[config.mk]
export PLATFORM = sky130hd
export DESIGN_NAME = mqpd_ram
export DESIGN_NICKNAME = d
export VERILOG_FILES = /design/src/rtl/mqpd_ram.sv
export SDC_FILE = /design/constraint.sdc
export NUM_CORES = 1
export LEC_CHECK = 0
export BUFFER_PORTS_ARGS = -buffer_cell sky130_fd_sc_hd__buf_4
export CAP_MARGIN = 20
export CORE_MARGIN = 2
export CORE_UTILIZATION = 65
export CTS_CLUSTER_SIZE = 8
export DETAILED_ROUTE_END_ITERATION = 10
export HOLD_SLACK_MARGIN = 0.05
export MAX_ROUTING_LAYER = met4
export PLACE_DENSITY = 0.88
export RECOVER_POWER = 25
export SLEW_MARGIN = 20
export SYNTH_ARGS = -nofsm -noshare
export SYNTH_HDL_FRONTEND = slang
export SYNTH_SLANG_ARGS = --single-unit
[constraint.sdc]
create_clock -name i_clk -period 3.2 [get_ports i_clk]
set_input_delay 0 -clock i_clk [delete_from_list [all_inputs] [get_ports i_clk]]
set_output_delay 0 -clock i_clk [all_outputs]
set_load 0.01 [all_outputs]
[src/rtl/mqpd_ram.sv]
`timescale 1ns / 1ps
// ----------------------------------------------------------------------------
// mqpd_ram
// Generic single write, single read RAM with registered read data.
// ----------------------------------------------------------------------------
module mqpd_ram #(
    parameter int WIDTH = 8,
    parameter int DEPTH = 16
) (
    input  logic                     i_clk,
    input  logic                     i_we,
    input  logic [$clog2(DEPTH)-1:0] i_waddr,
    input  logic [WIDTH-1:0]         i_wdata,
    input  logic [$clog2(DEPTH)-1:0] i_raddr,
    output logic [WIDTH-1:0]         o_rdata
);

    logic [WIDTH-1:0] r_mem [DEPTH];

    always_ff @(posedge i_clk) begin
        if (i_we) begin
            r_mem[i_waddr] <= i_wdata;
        end
        o_rdata <= r_mem[i_raddr];
    end

endmodule

# == After elaboration in Yosys (flattened, before gate mapping) ==
# Memories as Yosys holds them, arrays and structs flattened. A register that Yosys moved wholly into a read port is not among the register bits.
# Cells that the tools add are included.
# word_totals
mem_count,1
input_bits,18
elab_cells,3
mem_bits_rw,128
reg_bits,0
# classes
n_mux,2
# mem_list
name,words,width,rd,rd_clocked_by_memory_dff,wr,line_no,rtl
r_mem,16,8,1,1,1,18,logic [WIDTH-1:0] r_mem [DEPTH];
# op_table
cell,n
2-to-1 mux 1 bit,2

# == Longest topological paths before layout ==
# Gate-level depths: netlist (run 1).
# logic_depth
depth_word,2
ltp_mapped,5

# == Worst setup path after synthesis (run 1) ==
# OpenSTA, ideal clock, no wires.
# synth_path
path_kind,input to register
startpoint,input i_waddr[2]
endpoint,"memory r_mem[0][0], enable pin"
setup_time_ns,0.383
arrival_ns,1.110
path_buffers,0
cell_stages,2
t_required_ns,2.817
slack_ns,1.707
path_cell_list,or3b_2 nor3_1
# synth_rtl
element,line_no,rtl
from (decl),12,"input logic [$clog2(DEPTH)-1:0] i_waddr,"
to (decl),18,
# Straight into the memory's write port.

# == Worst setup path in the final report (run 1) ==
# layout_path
startpoint,input i_waddr[1]
endpoint,"memory r_mem[8][0], enable pin"
# Straight into the memory's write port.

==> run metrics, run 1 <==
CTS sink cnt 136; CTS tree done; post-synthesis to final-layout area growth 17.5%; path type of the worst min-delay path primary input to register; cell at the root of the clock tree clkbuf_8; Antenna diodes 0; Avg WL per Cell between 20 and 30 um; antenna violations before repair 0; fraction of layout instances using a drive strength above 1 between 20% and 30%; drt initial violations 312; cell type with the largest total area after synthesis edfxtp_1; unrepaired setup endpoints after global routing false; Int Power roughly 3.2 mW; largest net degree at the start of global routing 33; first-pass GRT wire length 16300 um; relative contribution of sequential cells to total power between 50% and 60%; drt pass-1 iters 5; area of the mapped netlist between 5000 and 6000 um^2; die extent in y roughly 93 um; series of cell instances along the critical path dlygate4sd3_1 -> buf_4 -> nor3_2 -> dlygate4sd3_1; Total Power Consumption 4.00 mW; power share of the combinational group 5.2%; top achievable clock speed roughly 650 MHz; worst slew margin relative to its limit roughly 39%; max-cap viol count 0; run status finished, final reports clean; gate count after technology mapping around 230; post-layout utilization of the core slightly below 80%; flip-flop and latch count after synthesis ~140; Mapped Avg Cell Area approximately 22 um^2; Final Hold Fails 0; via count of the first global-routing pass about 2600; category of cells accounting for the largest share of critical-path delay buffers and inverters; area share of the largest cell type after synthesis around 75%; setup total negative slack 0 ps; most used cell along the critical path dlygate4sd3_1; Post-DRT Antenna Nets 0; Final Instance Area just over 6000 um^2; net switching fraction of the power around 20%; Setup crit end kind register; library cell contributing the largest single delay on the critical path dlygate4sd3_1; Final Skew 14.5 ps; core outline area ~7700 um^2; Worst setup SP type primary input; maximum vdd drop ~0.59 mV; fillers 380; number of setup violations in the final report 0; Post-CTS Setup Repair Bufs 0; endpoint required time on the critical path 3360 ps; number of buffers created by CTS 17; final worst path period need 1540 ps; count of buffer and inverter cells on the critical path 3; Post-Syn Nets approximately 250; routability congestion estimate between 0.7 and 0.8; DRC 0; clock transition at the register clock pins on the worst setup and hold paths after CTS ~60 ps; clock group share of total power between 40 and 50%; warning count from the yosys run 0; count of cell types in the netlist 19; total net switching power 0.813 mW; die width a little over 90 um; arrival time worst endpoint ~1700 ps; number of buffer cells added on primary ports 25; critical path class primary input to register; maximum level of the CTS H-tree 4; die outline area ~8600 um^2; cell area after placement approximately 5400 um^2; Max clock buf depth 2; sum of overflow across all layers after global routing 0; cell area power density 662 nW/um^2; detailed-route via count about 2600; Skew-Pair Late Insertion Delay roughly 500 ps; effective utilization at floorplan 67.0%; largest driver fanout on the critical path 8; number of rows in the core area 32; share of the yosys chip area belonging to registers around 80%; delay of the slowest cell on the worst path ~830 ps; most common library cell in the layout ignoring fill and taps edfxtp_1; final layout net count 296; top library cells by usage in the layout, fill and taps aside edfxtp_1, buf_4, mux4_2; final clock period utilization by the worst path roughly 48%; Boundary Pins 26; Final Routed Wirelength ~11000 um; placed wire-length estimate after detailed placement about 6100 um; via density per instance 6.62; aggregate global-route resource usage 29.1%; reported leakage power 2.03 nW; final number of max-transition violations 0; dominant cells by area after synthesis edfxtp_1, mux4_2, mux4_1; slew of the pin with the lowest slew margin around 900 ps
==> state kept, by name, indices dropped and copies added (netlist names) <==
signal	flops
r_mem	128
o_rdata	8
==> final timing paths <==
path | startpoint | end | slack [ps] | cells past startpoint
min | i_waddr[3] | r_mem[4][3]$_DFFE_PP_ | 110 | 3
max reg2reg | r_mem[5][1]$_DFFE_PP_ | o_rdata[1]$_DFF_P_ | 1680 | 3
min reg2reg | r_mem[12][7]$_DFFE_PP_ | o_rdata[7]$_DFF_P_ | 670 | 3
max | i_waddr[1] | r_mem[8][0]$_DFFE_PP_ | 1660 | 4
==> through the flow <==
| step | hold WS, ps | setup WS [ps] | cells |
|---|---|---|---|
| global placement | 318 | 1520 | 348 |
| detailed placement | 340 | 1490 | 349 |
| floorplan | 98.9 | 1710 | 229 |
| finish | 107 | 1660 | 393 |
| global route | 106 | 1590 | 393 |
| CTS | 85.9 | 1700 | 393 |
==> power groups by stage <==
stage / Combinational [mW] / Sequential [mW] / Clock, mW
after floorplan: 0.101 / 2.04 / 0
after global placement: 0.185 / 2.04 / 0
after detailed placement: 0.194 / 2.04 / 0
after CTS: 0.209 / 2.01 / 1.80
after global routing: 0.219 / 2.01 / 1.87
final: 0.207 / 2.01 / 1.79
==> synthesized netlist by cell type <==
cell type and instances:
edfxtp_1 128, mux4_2 18, a22oi_1 16, mux4_1 14, nor2_1 13, nand2_1 9, dfxtp_1 8, nor3_1 4
buf_2 3, buf_6 3, clkdlybuf4s25_2 3, nand2b_1 2, nand3b_1 2, and2_1 1, and2b_1 1, buf_4 1
nand3_1 1, nor2b_1 1, or3b_2 1
==> tightest hold or removal path, delay by kind of cell <==
kind / cells / cell delay (ps)
buf+inv: 1 / 90
simple gates: 2 / 320
==> final cells by class <==
cell class | count | area [um^2] | share of cell area, %
tap | 102 | 128 | 2.11
timing repair buffer | 40 | 305 | 5.05
sequential | 136 | 4000 | 66.2
multi-input combinational | 83 | 1060 | 17.6
clock buffer | 25 | 484 | 8.00
clock inverter | 7 | 67.6 | 1.12
==> logic make-up after synthesis <==
| family | count (synthesis) | share of synthesized area [%] |
|---|---|---|
| buffers and inverters | 10 | 1.68 |
| flip-flops | 136 | 77.8 |
| AO/OA/AOI/OAI | 16 | 2.33 |
| AND/OR/NAND/NOR | 35 | 3.18 |
| multiplexers | 32 | 15.0 |
==> routing by layer <==
metal,GRT usage (%),vias to the layer above,share of wire [%]
met3,8.62,21,9.6
met4,11.8,0,2.6
met1,40.1,1337,39
met2,42.1,177,49
li1,-,1068,-
met5,-,-,0
==> what timing repair did <==
| action | in CTS | in global routing |
|---|---|---|
| hold buffers | 12 | 0 |
| gates resized for setup | 0 | 0 |
| hold endpoints to repair | 158 | 0 |
(Power assumes the default switching activity.)
==> run 2: changes to the inputs <==
CORE_UTILIZATION = 60   (was 65)
PLACE_DENSITY = 0.82   (was 0.88)
clock period = 1.6 ns   (was 3.2 ns; I/O delays follow)
==> run 2 against run 1 <==
Against the previous run:
- sequential power is 100% higher
- clock-buffer cell count fell by 6
- final cell count grew 5.1%
- critical path type is now register to register
- largest power group unchanged
- global-route usage shrank 2.3 points
- critical endpoint is now o_rdata[4]$_DFF_P_
==> run metrics, run 2 (synthesis gave the netlist of run 1 again) <==
Max clock buf depth 2; number of buffers added to fix hold violations after cts 11; drt initial violations 261; run status finished, final reports clean; maximum level of the CTS H-tree 4; total net switching power 1.67 mW; die outline area 9340 um^2; net switching fraction of the power approximately a fifth; number of setup violations in the final report 0; die extent in y just under 100 um; first-pass GRT wire length 17100 um; startpoint of the most critical hold path i_raddr[2]; Final Routed Wirelength 11100 um; final clock period utilization by the worst path between 80% and 90%; number of buffer cells added on primary ports 25; unrepaired setup endpoints after global routing false; core outline area roughly 8300 um^2; Final Hold Fails 0; fillers 438; largest driver fanout on the critical path 1; arrival time worst endpoint 1810 ps; routability congestion estimate about 0.75; Setup crit end kind register; top library cells by usage in the layout, fill and taps aside edfxtp_1, buf_4, mux4_2; DRC 0; setup total negative slack 0 ps; most common library cell in the layout ignoring fill and taps edfxtp_1; critical path class register to register; worst slew margin relative to its limit around 53%; effective utilization at floorplan roughly 62%; post-synthesis to final-layout area growth 21.6%; fraction of layout instances using a drive strength above 1 between 20 and 30%; final number of max-transition violations 0; die width roughly 97 um; largest net degree at the start of global routing 33; path type of the worst min-delay path primary input to register; routed length on met1 ~4400 um; number of buffers created by CTS 17; registers with the most flip-flops r_mem (128), o_rdata (8); Worst setup SP type register; placed wire-length estimate after detailed placement 6250 um; timing startpoint of the critical path r_mem[9][4]$_DFFE_PP_; top achievable clock speed between 700 and 800 MHz; detailed-route via count 2618; most flop-heavy register r_mem; Skew-Pair Late Insertion Delay about 520 ps; CTS sink cnt between 100 and 150; pre-CTS setup slack 143 ps; clock transition at the register clock pins on the worst setup and hold paths after CTS approximately 60 ps; endpoint required time on the critical path ~2000 ps; drt pass-1 iters 4; highest routing layer actually used met4; Antenna diodes 0; aggregate global-route resource usage between 20% and 30%; Final WS setup between 150 and 200 ps; power share of the combinational group 5.1%; antenna violations before repair 0; Hold Path Depth 5; Post-DRT Antenna Nets 0; max-cap viol count 0; final worst path period need approximately 1400 ps; maximum vdd drop ~0.84 mV; cells resized by post-CTS repair 0; via density per instance 6.34; source of the worst register-to-register timing path r_mem[9][4]$_DFFE_PP_; Final Skew around 13 ps; Int Power between 6 and 7 mW; reported leakage power 2.14 nW; Largest register FFs roughly 130; depth of the worst register-to-register path 3; CTS tree done; met2 WL post-DR 5720 um; cell area power density between 1000 and 1500 nW/um^2; number of rows in the core area 33; clock group share of total power between 40 and 50%; relative contribution of sequential cells to total power a little under half; Avg WL per Cell 26.9 um; via count of the first global-routing pass about 2700; Post-CTS Setup Repair Bufs 0; sum of overflow across all layers after global routing 0; final layout net count around 310; Met3 Routed Length approximately 770 um; slew of the pin with the lowest slew margin 712 ps; Boundary Pins 26; cell at the root of the clock tree clkbuf_8
==> run 2: cell count changes in the layout (fill, tap and decap cells not counted), moves of 3 or more <==
cell / previous run / this run
buf_12: 0 / 3
clkbuf_8: 5 / 1
clkinv_1: 0 / 3
clkinv_2: 3 / 0
buf_4: 21 / 36
bufinv_16: 1 / 4
==> run 2: cell type report <==
class	count	area (um^2)	area share, %
Timing Repair Buffer	57	467	7.46
Tap cell	105	131	2.10
Sequential cell	136	4000	64.0
Clock inverter	13	179	2.86
Clock buffer	19	422	6.74
Multi-Input combinational cell	83	1060	16.9
==> run 2: worst max-delay path, cell delays in order (launching register included) <==
cell      delay, ps
edfxtp_1        380
mux4_1          520
a22oi_1         280
nand2_1         100
==> run 2: final timing paths <==
path,endpoint,slack (ps)
worst max-delay path,o_rdata[4]$_DFF_P_,180
worst max register to register,o_rdata[4]$_DFF_P_,180
worst min-delay path,o_rdata[0]$_DFF_P_,70
worst min register to register,o_rdata[0]$_DFF_P_,680
==> run 2: power by group through the flow <==
stage | sequential [mW] | combinational (mW) | clock [mW]
floorplan | 4.09 | 0.202 | 0
global placement | 4.08 | 0.391 | 0
detailed placement | 4.08 | 0.407 | 0
CTS | 4.02 | 0.436 | 3.95
global route | 4.02 | 0.456 | 4.12
finish | 4.02 | 0.424 | 3.93
==> run 2: per-layer routing <==
layer	GRT usage [%]	vias up
met1	35.6	1362
li1	-	1105
met3	6.43	20
met2	41.6	131
met4	9.32	0
met5	-	-
==> run 2: through the flow <==
| stage | power (mW) | util, % | hold WS, ps | cells | area, um^2 |
|---|---|---|---|---|---|
| final | 8.37 | 75.8 | 66.0 | 413 | 6260 |
| after global routing | 8.60 | 75.8 | 91.8 | 413 | 6260 |
| after CTS | 8.40 | 76.1 | 54.8 | 413 | 6290 |
| after detailed placement | 4.49 | 67.5 | 309 | 370 | 5580 |
| after global placement | 4.47 | 67.5 | 298 | 370 | 5580 |
| after floorplan | 4.29 | - | 98.9 | 229 | 5150 |
